==> config.mk <==
export PLATFORM = sky130hd
export DESIGN_NAME = variable_binding_table_core
export DESIGN_NICKNAME = d
export VERILOG_FILES = /design/src/vbt_pkg.sv /design/src/variable_binding_table_core.sv /design/src/vbt_mem.sv /design/src/vbt_ctrl.sv
export SDC_FILE = /design/constraint.sdc
export NUM_CORES = 1
export LEC_CHECK = 0
export BUFFER_PORTS_ARGS = -buffer_cell sky130_fd_sc_hd__buf_4
export CAP_MARGIN = 25
export CORE_MARGIN = 8
export CORE_UTILIZATION = 55
export DETAILED_ROUTE_END_ITERATION = 7
export HOLD_SLACK_MARGIN = 0.12
export PLACE_DENSITY = 0.75
export SLEW_MARGIN = 15
export SYNTH_ARGS = -nofsm -noshare
export SYNTH_HDL_FRONTEND = slang
export SYNTH_SLANG_ARGS = --single-unit
==> constraint.sdc <==
create_clock -name clk -period 5.8 [get_ports clk]
set_input_delay 0.58 -clock clk [delete_from_list [all_inputs] [get_ports clk]]
set_output_delay 0.58 -clock clk [all_outputs]
set_load 0.01 [all_outputs]
==> src/vbt_pkg.sv <==
// ---------------------------------------------------------------------------
// vbt_pkg
// Shared types and codes of the variable binding table.
// ---------------------------------------------------------------------------
package vbt_pkg;

  localparam logic [1:0] REQ_INIT  = 2'd0;
  localparam logic [1:0] REQ_SET   = 2'd1;
  localparam logic [1:0] REQ_GET   = 2'd2;
  localparam logic [1:0] REQ_DIRTY = 2'd3;

  typedef struct packed {
    logic [1:0]  req_type;
    logic        binding_kind;
    logic [15:0] var_id;
    logic [31:0] write_value;
  } in_word_t;

  typedef struct packed {
    logic [31:0] read_value;
    logic        found;
    logic        is_dirty;
    logic        status;
  } out_word_t;

  typedef struct packed {
    logic [15:0] id;
    logic        kind;
    logic        dirty;
    logic [31:0] value;
  } entry_t;

endpackage

==> src/variable_binding_table_core.sv <==
// ---------------------------------------------------------------------------
// variable_binding_table_core
// Table of variable bindings with init, set, get and dirty-query requests.
// ---------------------------------------------------------------------------
// Usage:
//   Request channel: drive req and raise start; the word is taken at the
//   edge where start is high and busy is low. busy stays high until the
//   request has fully finished, including any write-back.
//   Result channel: done pulses for one cycle with rsp valid; the receiver
//   cannot stall, so it must take the word in that cycle.
//   APB port: one register, undefined_value, at byte address 0; writes take
//   setup and access cycles, pready is tied high. Write only when idle.
// Sequence:
//   The store is scanned one entry a cycle through its read port (SCAN,
//   then LAST), then DECIDE answers; an empty table goes straight to
//   DECIDE. A write that also updates the other-kind entry adds a WR2
//   state. A new request is taken only once the block is back in idle.
// Reset:
//   rst (synchronous) empties the table and clears undefined_value; no
//   clearing pass is needed since only appended entries are ever read.
// ---------------------------------------------------------------------------
module variable_binding_table_core #(
  parameter int ENTRIES = 16
) (
  input  logic               clk,
  input  logic               rst,
  input  logic               start,
  output logic               busy,
  input  vbt_pkg::in_word_t  req,
  output logic               done,
  output vbt_pkg::out_word_t rsp,
  input  logic               psel,
  input  logic               penable,
  input  logic               pwrite,
  input  logic [2:0]         paddr,
  input  logic [31:0]        pwdata,
  output logic [31:0]        prdata,
  output logic               pready
);
  import vbt_pkg::*;

  localparam int AW = (ENTRIES > 1) ? $clog2(ENTRIES) : 1;
  localparam int CW = $clog2(ENTRIES + 1);

  logic [31:0]   undefined_value;
  logic          wr_en;
  logic [AW-1:0] wr_addr;
  entry_t        wr_data;
  logic [AW-1:0] rd_addr;
  entry_t        rd_data;

  // APB register bank: one word, decoded on the word address bit
  assign pready = 1'b1;
  assign prdata = (paddr[2] == 1'b0) ? undefined_value : 32'd0;

  always_ff @(posedge clk) begin
    if (rst) begin
      undefined_value <= '0;
    end else if (psel && penable && pwrite && pready && paddr[2] == 1'b0) begin
      undefined_value <= pwdata;
    end
  end

  vbt_ctrl #(
    .ENTRIES(ENTRIES),
    .AW     (AW),
    .CW     (CW)
  ) u_ctrl (
    .clk            (clk),
    .rst            (rst),
    .start          (start),
    .busy           (busy),
    .req            (req),
    .undefined_value(undefined_value),
    .done           (done),
    .rsp            (rsp),
    .wr_en          (wr_en),
    .wr_addr        (wr_addr),
    .wr_data        (wr_data),
    .rd_addr        (rd_addr),
    .rd_data        (rd_data)
  );

  // entry store: id, kind, dirty mark and value per row
  vbt_mem #(
    .ENTRIES(ENTRIES),
    .AW     (AW)
  ) u_mem (
    .clk    (clk),
    .wr_en  (wr_en),
    .wr_addr(wr_addr),
    .wr_data(wr_data),
    .rd_addr(rd_addr),
    .rd_data(rd_data)
  );

endmodule

==> src/vbt_mem.sv <==
// ---------------------------------------------------------------------------
// vbt_mem
// Entry store: one write port, one read port, registered read data.
// ---------------------------------------------------------------------------
module vbt_mem #(
  parameter int ENTRIES = 16,
  parameter int AW      = 4
) (
  input  logic            clk,
  input  logic            wr_en,
  input  logic [AW-1:0]   wr_addr,
  input  vbt_pkg::entry_t wr_data,
  input  logic [AW-1:0]   rd_addr,
  output vbt_pkg::entry_t rd_data
);
  import vbt_pkg::*;

  entry_t mem [ENTRIES];

  always_ff @(posedge clk) begin
    if (wr_en) begin
      mem[wr_addr] <= wr_data;
    end
    rd_data <= mem[rd_addr];
  end

endmodule

==> src/vbt_ctrl.sv <==
// ---------------------------------------------------------------------------
// vbt_ctrl
// Request sequencer: scans the store, decides, writes back, emits the word.
// ---------------------------------------------------------------------------
module vbt_ctrl #(
  parameter int ENTRIES = 16,
  parameter int AW      = 4,
  parameter int CW      = 5
) (
  input  logic               clk,
  input  logic               rst,
  input  logic               start,
  output logic               busy,
  input  vbt_pkg::in_word_t  req,
  input  logic [31:0]        undefined_value,
  output logic               done,
  output vbt_pkg::out_word_t rsp,
  output logic               wr_en,
  output logic [AW-1:0]      wr_addr,
  output vbt_pkg::entry_t    wr_data,
  output logic [AW-1:0]      rd_addr,
  input  vbt_pkg::entry_t    rd_data
);
  import vbt_pkg::*;

  localparam logic [2:0] S_IDLE   = 3'd0;
  localparam logic [2:0] S_SCAN   = 3'd1;
  localparam logic [2:0] S_LAST   = 3'd2;
  localparam logic [2:0] S_DECIDE = 3'd3;
  localparam logic [2:0] S_WR2    = 3'd4;

  localparam logic [CW-1:0] FULL = CW'(ENTRIES);

  logic [2:0]    state;
  logic [CW-1:0] idx;
  logic [CW-1:0] count;
  logic          pend;
  logic [AW-1:0] pend_idx;
  in_word_t      cur;

  logic          hit_found;
  logic [AW-1:0] hit_idx;
  logic [31:0]   hit_value;
  logic          oth_found;
  logic [AW-1:0] oth_idx;
  logic [31:0]   oth_value;
  logic          any_found;
  logic          any_dirty;

  logic      accept;
  logic      is_write;
  logic      mark;
  logic      full_refuse;
  out_word_t rsp_next;

  assign busy     = (state != S_IDLE);
  assign accept   = start && !busy;
  assign rd_addr  = idx[AW-1:0];
  assign is_write = (cur.req_type == REQ_INIT) || (cur.req_type == REQ_SET);
  assign mark     = (cur.req_type == REQ_SET);
  assign full_refuse = is_write && !hit_found && (count == FULL);

  // result of the request being decided
  always_comb begin
    rsp_next = '0;
    unique case (cur.req_type)
      REQ_INIT, REQ_SET: begin
        rsp_next.found  = hit_found;
        rsp_next.status = full_refuse;
      end
      REQ_GET: begin
        rsp_next.found      = hit_found;
        rsp_next.read_value = hit_found ? hit_value : undefined_value;
      end
      REQ_DIRTY: begin
        rsp_next.found    = any_found;
        rsp_next.is_dirty = any_found && any_dirty;
      end
      default: rsp_next = '0;
    endcase
  end

  // write-back port: own entry in DECIDE, other-kind entry in WR2
  always_comb begin
    wr_en   = 1'b0;
    wr_addr = hit_found ? hit_idx : count[AW-1:0];
    wr_data = '{id: cur.var_id, kind: cur.binding_kind, dirty: mark,
                value: cur.write_value};
    if (state == S_DECIDE) begin
      wr_en = is_write && !full_refuse;
    end else if (state == S_WR2) begin
      wr_en   = 1'b1;
      wr_addr = oth_idx;
      wr_data = '{id: cur.var_id, kind: ~cur.binding_kind, dirty: mark,
                  value: mark ? cur.write_value : oth_value};
    end
  end

  always_ff @(posedge clk) begin
    if (rst) begin
      state <= S_IDLE;
      count <= '0;
      done  <= 1'b0;
      pend  <= 1'b0;
      idx   <= '0;
    end else begin
      done <= 1'b0;
      pend <= 1'b0;
      unique case (state)
        S_IDLE: begin
          if (accept) begin
            idx   <= '0;
            state <= (count == '0) ? S_DECIDE : S_SCAN;
          end
        end
        S_SCAN: begin
          pend     <= 1'b1;
          pend_idx <= idx[AW-1:0];
          idx      <= idx + 1'b1;
          if (idx + 1'b1 == count) begin
            state <= S_LAST;
          end
        end
        S_LAST: begin
          state <= S_DECIDE;
        end
        S_DECIDE: begin
          done <= 1'b1;
          if (is_write && !hit_found && !full_refuse) begin
            count <= count + 1'b1;
          end
          state <= (is_write && !full_refuse && oth_found) ? S_WR2 : S_IDLE;
        end
        S_WR2: begin
          state <= S_IDLE;
        end
        default: state <= S_IDLE;
      endcase
    end
  end

  // request capture, match tracking and result register
  always_ff @(posedge clk) begin
    if (accept) begin
      cur       <= req;
      hit_found <= 1'b0;
      oth_found <= 1'b0;
      any_found <= 1'b0;
      any_dirty <= 1'b0;
    end else if (pend && rd_data.id == cur.var_id) begin
      if (!any_found) begin
        any_found <= 1'b1;
        any_dirty <= rd_data.dirty;
      end
      if (rd_data.kind == cur.binding_kind) begin
        if (!hit_found) begin
          hit_found <= 1'b1;
          hit_idx   <= pend_idx;
          hit_value <= rd_data.value;
        end
      end else if (!oth_found) begin
        oth_found <= 1'b1;
        oth_idx   <= pend_idx;
        oth_value <= rd_data.value;
      end
    end
    if (state == S_DECIDE) begin
      rsp <= rsp_next;
    end
  end

endmodule

==> results of run 1 <==
==> worst max-delay path: stages, from the launching register on <==
cell     delay (ps)
dfxtp_2         430
buf_4           610
mux2i_1         390
nand2_1          90
o21ai_1         110
nand2_1         290
nor2_4          880
buf_12          330
==> metrics by stage <==
stage	total power, mW	util [%]
3_5_place_dp	9.49	59.0
6_report	16.4	64.8
5_1_grt	16.8	64.8
2_1_floorplan	9.26	-
3_3_place_gp	9.46	58.9
4_1_cts	16.5	64.8
==> power by group through the flow <==
stage	Sequential [mW]	Combinational [mW]	Clock [mW]
6_report	8.60	0.748	7.03
5_1_grt	8.61	0.802	7.42
2_1_floorplan	8.70	0.560	0
3_5_place_dp	8.76	0.724	0
4_1_cts	8.60	0.758	7.13
3_3_place_gp	8.76	0.696	0
==> registers in the layout, summed over array words and instances, names as in the netlist <==
name	count
u_ctrl.state	3
u_ctrl.done	1
u_ctrl.oth_found	1
u_ctrl.hit_value	32
u_ctrl.cur	51
u_ctrl.hit_found	1
u_ctrl.any_dirty	1
u_ctrl.any_found	1
u_ctrl.pend	1
u_ctrl.hit_idx	4
u_ctrl.count	5
u_ctrl.oth_value	32
u_ctrl.oth_idx	4
u_mem.rd_data	50
u_ctrl.idx	5
u_ctrl.rsp	35
u_ctrl.pend_idx	4
u_mem.mem	800
undefined_value	32
==> metal layers <==
layer | routed length [um] | GRT usage (%) | vias to the layer above
met5 | 13 | 0 | -
met4 | 1520 | 4.80 | 2
met3 | 5860 | 3.75 | 119
met2 | 43000 | 34.5 | 800
met1 | 34500 | 28.4 | 9989
li1 | - | - | 7959
==> kinds of logic (layout without fill, tap and decap cells) <==
kind of cell	count (synthesis)	in the layout	synth area share, %
AOI/OAI and AO/OA	66	66	0.981
xor gates and xnor gates	23	23	0.506
adders and majority gates	3	3	0.0943
buffers and inverters	104	459	1.58
DFF	1063	1063	77.7
muxes	319	319	16.5
other	1	1	0.00942
and+or+nand+nor	224	224	2.63
==> layout make-up <==
cell class,instances,area (um^2),area share (%)
sequential,1063,30900,66.6
multi-input combinational,636,8410,18.1
clock buffer,141,2950,6.37
timing repair buffer,250,2180,4.70
tap,950,1190,2.56
clock inverter,53,691,1.49
inverter,15,57.6,0.124
==> synthesized netlist by cell type (2+ instances only) <==
cell / n
nor3_1: 5
xnor2_1: 17
o31ai_1: 2
a21oi_1: 40
nand3_1: 5
or3_1: 2
ha_1: 3
buf_2: 13
buf_12: 7
nor2_1: 68
o2111ai_1: 2
clkbuf_1: 47
buf_6: 8
edfxtp_1: 962
nor2b_1: 34
o21ai_1: 2
dfxtp_1: 101
o21ai_0: 6
mux2_2: 32
inv_1: 15
mux4_1: 60
and2_1: 2
xor2_1: 6
nand2b_1: 7
mux2i_1: 37
a31oi_1: 4
nor3b_1: 4
nand2_1: 81
buf_1: 9
nand4_1: 4
nand3b_1: 2
buf_8: 4
nor4_1: 4
mux4_2: 190
==> worst paths after layout <==
| kind | end | from | cells after the start | slack [ps] |
|---|---|---|---|---|
| worst max-delay path | u_mem.mem[0][5] | u_ctrl.hit_found | 7 | 2310 |
| worst min-delay path | undefined_value[27] | pwdata[27] | 3 | 160 |
| worst max register to register | u_mem.mem[0][5] | u_ctrl.hit_found | 7 | 2310 |
| worst min register to register | u_ctrl.oth_value[12] | u_mem.rd_data[12] | 0 | 420 |
==> impl_metrics.ini, run 1 <==
[run_status]
status = complete, no violations

[clocking]
cts_buffers = 103
cts_resized = 0
insertion_delay_ps = 660
h-tree-depth = 3
clk_pin_slew_ps = 60
cts_setup_buffers = 0
clockRootBuffer = clkbuf_16
clk_path_buf_depth = 3
cts.sinks = 1063
holdBufCountCts = 51
cts_tree = yes

[power_and_ir_drop]
power_density_mw_per_mm2 = 353
p_clk_share_pct = 42.9
power_frac_seq_pct = 52.5
leakagePower_nw = 14.8
internal-power_mw = 13.1
netSwitchingFraction_pct = 20.1
power_switching_mw = 3.30
pwr-share-comb_pct = 4.6
vdd_drop_max_mv = 0.294

[floorplanning]
die_area_mm2 = 0.0812
io_pins = 162
std_cell_rows = 98
die_y_um = 285
fp.coreArea_mm2 = 0.0716
start_util_pct = 55.6
dieWidth_um = 285

[detailed_routing]
firstDrtPassIters = 5
drt-total-wl_um = 85000
ant_nets = 0
vias_per_cell = 6.07
vias = 18900
drc_errors = 0
drtIter0Drc = 2030
wl_per_cell_um = 27.3

[placed_design]
placedCellCount = 2862
io_buffer_count = 158
dpl-instance-area_mm2 = 0.0422
gp_congestion = 0.784
hpwl_um = 45800
pre_cts_ws_ps = 2390

[timing]
setup_ws_ps = 2310
finalSetupViolCount = 0
tightest_slew_ps = 1070
fin_crit_ps = 3490
clock_skew_ps = 26.1
fmax_ghz = 0.287
rsz0062_at_grt = false
holdWs_ps = 163
hold_violations = 0
final_max_slew_viol_count = 0
fin_setup_tns_ps = 0
post-route-period-util_pct = 60.1
worst_slew_margin_rel_pct = 28.6

[critical_path]
endpoint_kind = flop
cp_max_fo = 37
arrival_ps = 3820
path_class = reg2reg
crit_path_start_kind = flop
crit_required_ps = 6130

[final_layout]
layout-drive-gt1-share_pct = 28.5
final_area_mm2 = 0.0464
num-fill-cells = 4543
diodes = 0
fin_nets = 2164
area_delta_synth_final_pct = 16.6
layout_common_cells = edfxtp_1, mux4_2, buf_4
stdcell_count = 3108
final_common_cell = edfxtp_1

[synth]
avgSynthCellArea_um2 = 22.1
yosysTopAreaCell = edfxtp_1
synth_area_leaders = edfxtp_1, mux4_2, dfxtp_1
syn_inst = 1803
synth_top_area_share_pct = 72.6
ys_types = 52
ys_warn_count = 0
synth-main-ff-cell = edfxtp_1
ys_seq_area_share_pct = 77.7
synth_fp_nets = 1898
synth-seq-cells = 1063
synth_edf_count = 962
synth-async-reset-ratio_pct = 0
synthesis.area_mm2 = 0.0398

[worst_hold_path]
hp-class = in2reg

[run]
drv_cap = 0

[grt]
antenna_found_initial = 1
grt_pass1_vias = 19500
grt_max_degree = 131
grt_pass1_wl_um = 126000
track_usage_pct = 20.6
grt_overflow = 0
(Power assumes the default switching activity.)
==> inputs of run 2 (changes only) <==
--- a/config.mk
+++ b/config.mk
@@ -5,6 +5,7 @@
 export SDC_FILE = /design/constraint.sdc
 export NUM_CORES = 1
 export LEC_CHECK = 0
+export ABC_AREA = 1
 export BUFFER_PORTS_ARGS = -buffer_cell sky130_fd_sc_hd__buf_4
 export CAP_MARGIN = 25
 export CORE_MARGIN = 8
==> constraint.sdc (replaced) <==
create_clock -name clk -period 3 [get_ports clk]
set_input_delay 0.3 -clock clk [delete_from_list [all_inputs] [get_ports clk]]
set_output_delay 0.3 -clock clk [all_outputs]
set_load 0.01 [all_outputs]
==> impl_metrics.ini, run 2 <==
[critical_path]
path_class = reg2reg
cp_top_family = simple AND/OR/NAND/NOR gates
arrival_ps = 3210
slowest_delay_ps = 510
endpoint_kind = flop
cp_num_buf_inv = 1
crit_required_ps = 3330
crit_chain = nor2_2, nand2_1, o21ai_0, nand3_1, nor2_4, buf_12
slowest_stage = o21ai_0
crit_path_start_kind = flop
cp_max_fo = 26

[clocking]
cts.sinks = 1063
h-tree-depth = 3
clk_pin_slew_ps = 60
cts_buffers = 101
cts_tree = yes
clockRootBuffer = clkbuf_16
insertion_delay_ps = 670
cts_setup_buffers = 0
clk_path_buf_depth = 3

[run]
drv_cap = 0

[synth]
ys_warn_count = 0
synth-main-ff-cell = edfxtp_1
synthesis.area_mm2 = 0.0409
synth-seq-cells = 1063
synth-async-reset-ratio_pct = 0
syn_inst = 3036
ys_seq_area_share_pct = 75.6
synth_commonest_cells = edfxtp_1, nor2_1, o21ai_0
synth_edf_count = 962
synth_area_leaders = edfxtp_1, nor2_1, dfxtp_1
synth_top_area_share_pct = 70.6
ys_types = 38
avgSynthCellArea_um2 = 13.5
synth_fp_nets = 3131
yosysMostFrequentCell = edfxtp_1
yosysTopAreaCell = edfxtp_1

[power_and_ir_drop]
internal-power_mw = 24.5
power_switching_mw = 7.17
leakagePower_nw = 15.8
netSwitchingFraction_pct = 22.7
p_clk_share_pct = 38.7
power_density_mw_per_mm2 = 665
power.total_mw = 31.7
power_frac_seq_pct = 53.4
vdd_drop_max_mv = 0.485
pwr-share-comb_pct = 8.0

[timing]
finalSetupViolCount = 0
fin_setup_tns_ps = 0
hold_violations = 0
post-route-period-util_pct = 95.8
fmax_ghz = 0.348
setup_ws_ps = 126
fin_crit_ps = 2870
worst_slew_margin_rel_pct = 33.2
clock_skew_ps = 33.0
final_max_slew_viol_count = 0
rsz0062_at_grt = false
tightest_slew_ps = 1000

[final_layout]
largestRegisters = u_mem.mem x800, u_ctrl.cur x51, u_mem.rd_data x50
largest_reg_flops = 800
final_area_mm2 = 0.0476
fin_nets = 3349
layout-drive-gt1-share_pct = 12.8
regMostFlops = u_mem.mem
final_core_util_pct = 64.3
final_common_cell = edfxtp_1
layout_common_cells = edfxtp_1, nor2_1, o21ai_0
area_delta_synth_final_pct = 16.5

[worst_hold_path]
hp-class = in2reg

[detailed_routing]
firstDrtPassIters = 6
drc_errors = 0
wl_per_cell_um = 22.3
vias_per_cell = 5.95
drt-total-wl_um = 96100
ant_nets = 0
drtIter0Drc = 2782
vias = 25600

[grt]
grt_pass1_vias = 25000
grt_pass1_wl_um = 145000
antenna_found_initial = 7
grt_overflow = 0
grt_max_degree = 188
track_usage_pct = 22.7

[placed_design]
hpwl_um = 49300
io_buffer_count = 158
pre_cts_ws_ps = 165
gp_congestion = 0.808
dpl-instance-area_mm2 = 0.0435

[floorplanning]
dieWidth_um = 289
std_cell_rows = 100
fp.coreArea_mm2 = 0.0741
io_pins = 162
die_area_mm2 = 0.0833
start_util_pct = 55.2
die_y_um = 289

[run_status]
status = complete, no violations
-- run 2: layer usage --
metal	GRT usage (%)	routed length, um
met1	31.4	39500
met2	36.5	44800
met3	3.63	8890
met4	8.19	2920
met5	0	0
-- run 2: power by group through the flow --
stage	logic, mW	registers (mW)	clock network (mW)
after global placement	2.27	17.2	0
after CTS	2.48	16.9	12.4
after floorplan	1.69	17.1	0
after detailed placement	2.37	17.2	0
after global routing	2.79	16.9	13.0
final	2.52	16.9	12.2
-- run 2: timing repair --
| action | CTS | global route |
|---|---|---|
| hold buffers | 85 | 0 |
| gates resized for setup | 0 | 1 |
| endpoints found under the setup margin | 0 | 56 |
| hold endpoints to repair | 93 | 0 |
-- run 2: cell type report --
| type | instances | area (um^2) |
|---|---|---|
| repair buffers | 309 | 3060 |
| inverters | 91 | 355 |
| flip-flops and latches | 1063 | 30900 |
| fillers | 5020 | 26400 |
| clock inverters | 24 | 213 |
| clock buffers | 163 | 2990 |
| multi-input cells | 1688 | 8860 |
| well taps | 969 | 1210 |
| diodes | 1 | 2.50 |
-- run 2: path summary, 6_finish.rpt --
path                          start                   end  slack, ps  depth (start not counted)
setup / recovery    u_ctrl.state[0]      u_mem.mem[9][47]        130                          6
hold / removal              req[22]        u_ctrl.cur[22]        360                          2
setup reg to reg    u_ctrl.state[0]      u_mem.mem[9][47]        130                          6
hold reg to reg   u_mem.rd_data[23]  u_ctrl.hit_value[23]        430                          0
-- run 2: cells by family after synthesis --
family,Yosys count,share of synthesized area (%)
compound gates,740,10.6
mux,74,2.18
flops,1063,75.6
fa+ha+maj,3,0.0918
simple gates,862,8.23
other cells,1,0.00917
buf+inv,285,3.09
xor+xnor,8,0.171
-- run 2: per-stage QoR --
stage / hold WS [ps] / instances
floorplan: 399 / 3036
global placement: 412 / 4031
detailed placement: 418 / 4031
CTS: 329 / 4303
global route: 358 / 4308
finish: 358 / 4308
==> inputs of run 3 (changes only) <==
--- a/config.mk
+++ b/config.mk
@@ -9,10 +9,10 @@
 export BUFFER_PORTS_ARGS = -buffer_cell sky130_fd_sc_hd__buf_4
 export CAP_MARGIN = 25
 export CORE_MARGIN = 8
-export CORE_UTILIZATION = 55
+export CORE_UTILIZATION = 60
 export DETAILED_ROUTE_END_ITERATION = 7
 export HOLD_SLACK_MARGIN = 0.12
-export PLACE_DENSITY = 0.75
+export PLACE_DENSITY = 0.78
 export SLEW_MARGIN = 15
 export SYNTH_ARGS = -nofsm -noshare
 export SYNTH_HDL_FRONTEND = slang
==> constraint.sdc (replaced) <==
create_clock -name clk -period 3.51 [get_ports clk]
set_input_delay 0.351 -clock clk [delete_from_list [all_inputs] [get_ports clk]]
set_output_delay 0.351 -clock clk [all_outputs]
set_load 0.01 [all_outputs]
==> impl_metrics.ini, run 3 (synthesis gave the netlist of run 2 again) <==
[critical_path]
crit_required_ps = 3830
arrival_ps = 3340
crit_path_start_kind = flop
cp_num_buf_inv = 1
path_class = reg2reg
endpoint_kind = flop
slowest_delay_ps = 590
r2r_start = u_ctrl.cur[36]
path_common_cell = nor2_1
startpoint = u_ctrl.cur[36]
slowest_stage = edfxtp_1
crit_chain = xnor2_1, nand3_1, nor2_1, nand2_1, nor2_1, nand3b_1, nor2_4, buf_12
cp_max_fo = 29
cp_top_family = simple AND/OR/NAND/NOR gates

[clocking]
clk_pin_slew_ps = 60
cts.sinks = 1063
clockRootBuffer = clkbuf_16
clk_path_buf_depth = 3
cts_buffers = 101
cts_resized = 0
h-tree-depth = 3
insertion_delay_ps = 650
cts_tree = yes

[power_and_ir_drop]
leakagePower_nw = 15.9
power_density_mw_per_mm2 = 577
vdd_drop_max_mv = 0.396

[detailed_routing]
firstDrtPassIters = 6
drt-total-wl_um = 96400
wl_per_cell_um = 22.9
vias = 25900
vias_per_cell = 6.16
drc_errors = 0
ant_nets = 0
drtIter0Drc = 2953

[placed_design]
io_buffer_count = 158
hpwl_um = 48500
gp_congestion = 0.804
placedCellCount = 3927
pre_cts_ws_ps = 568

[floorplanning]
dieWidth_um = 277
die_area_mm2 = 0.0768
io_pins = 162
start_util_pct = 60.8
std_cell_rows = 95
fp.coreArea_mm2 = 0.0673
die_y_um = 277

[final_layout]
final_core_util_pct = 70.5
regMostFlops = u_mem.mem
stdcell_count = 4206
largestRegisters = u_mem.mem x800, u_ctrl.cur x51, u_mem.rd_data x50
area_delta_synth_final_pct = 16.0
num-fill-cells = 4058
fin_nets = 3340
multi_input_comb_area_mm2 = 0.00886
largest_reg_flops = 800
seqCellArea_mm2 = 0.0309
final_common_cell = edfxtp_1
layout_common_cells = edfxtp_1, nor2_1, o21ai_0
layout-drive-gt1-share_pct = 13.1

[grt]
grt_pass1_wl_um = 147000
track_usage_pct = 24.4
grt_overflow = 0
grt_pass1_vias = 25800
antenna_found_initial = 3
grt_max_degree = 182

[run_status]
status = complete, no violations

[timing]
finalSetupViolCount = 0
fmax_ghz = 0.331
tightest_slew_ps = 944
fin_setup_tns_ps = 0
setup_ws_ps = 489
fin_crit_ps = 3020
hold_violations = 0
post-route-period-util_pct = 86.1
rsz0062_at_grt = false
final_max_slew_viol_count = 0
holdWs_ps = 379
clock_skew_ps = 23.4
worst_slew_margin_rel_pct = 37.1

[run]
drv_cap = 0

[worst_hold_path]
hp-class = in2reg
min_from = penable
-- run 3: cell types whose count changed in the layout (fill, tap and decap cells not counted), sizes merged --
cell | previous run | this run
clkbuf | 163 | 134
clkinv | 21 | 45
buf | 224 | 215
bufinv | 2 | 8
clkinvlp | 1 | 3
-- run 3: worst min-delay path, delay by kind of cell --
| family | cells | cell delay (ps) |
|---|---|---|
| compound gates | 1 | 120 |
| simple gates | 2 | 120 |
| buf+inv | 2 | 400 |
-- run 3: timing repair --
item,4_1_cts,5_1_grt
hold buffers,85,0
endpoints found under the setup margin,0,0
endpoints found under the hold margin,92,0
setup buffers,0,0
-- run 3: power by group --
group          switching (mW)  internal [mW]
registers               0.226           14.2
clock network            4.54           6.25
logic                    1.44          0.719
-- run 3: metrics by stage --
stage / instance area, um^2 / power (mW)
after global routing: 47400 / 28.2
after global placement: 43200 / 16.6
after detailed placement: 43200 / 16.7
after floorplan: 40900 / 16.0
after CTS: 47300 / 27.4
final: 47400 / 27.4
-- run 3: worst paths after layout --
| kind | endpoint | slack, ps | cells past startpoint |
|---|---|---|---|
| worst max-delay path | u_ctrl.oth_value[16] | 490 | 8 |
| worst min-delay path | undefined_value[22] | 380 | 5 |
| worst max register to register | u_ctrl.oth_value[16] | 490 | 8 |
| worst min register to register | u_ctrl.hit_value[16] | 430 | 0 |
-- run 3: layout make-up --
cell class,count,share of cell area (%)
tap,873,2.30
inverter,91,0.752
clock inverter,56,1.07
antenna,1,0.00528
clock buffer,134,5.96
sequential,1063,65.2
multi-input combinational,1688,18.7
timing repair buffer,300,6.04
-- run 3: routing by layer --
layer  vias to the layer above  track usage (%)  share of wire [%]
met1                     12700             33.0                 40
met5                         -            0.192                  0
met2                      1454             39.6                 48
met3                       202             4.83                9.9
li1                      11500                -                  -
met4                         0             8.60                2.6
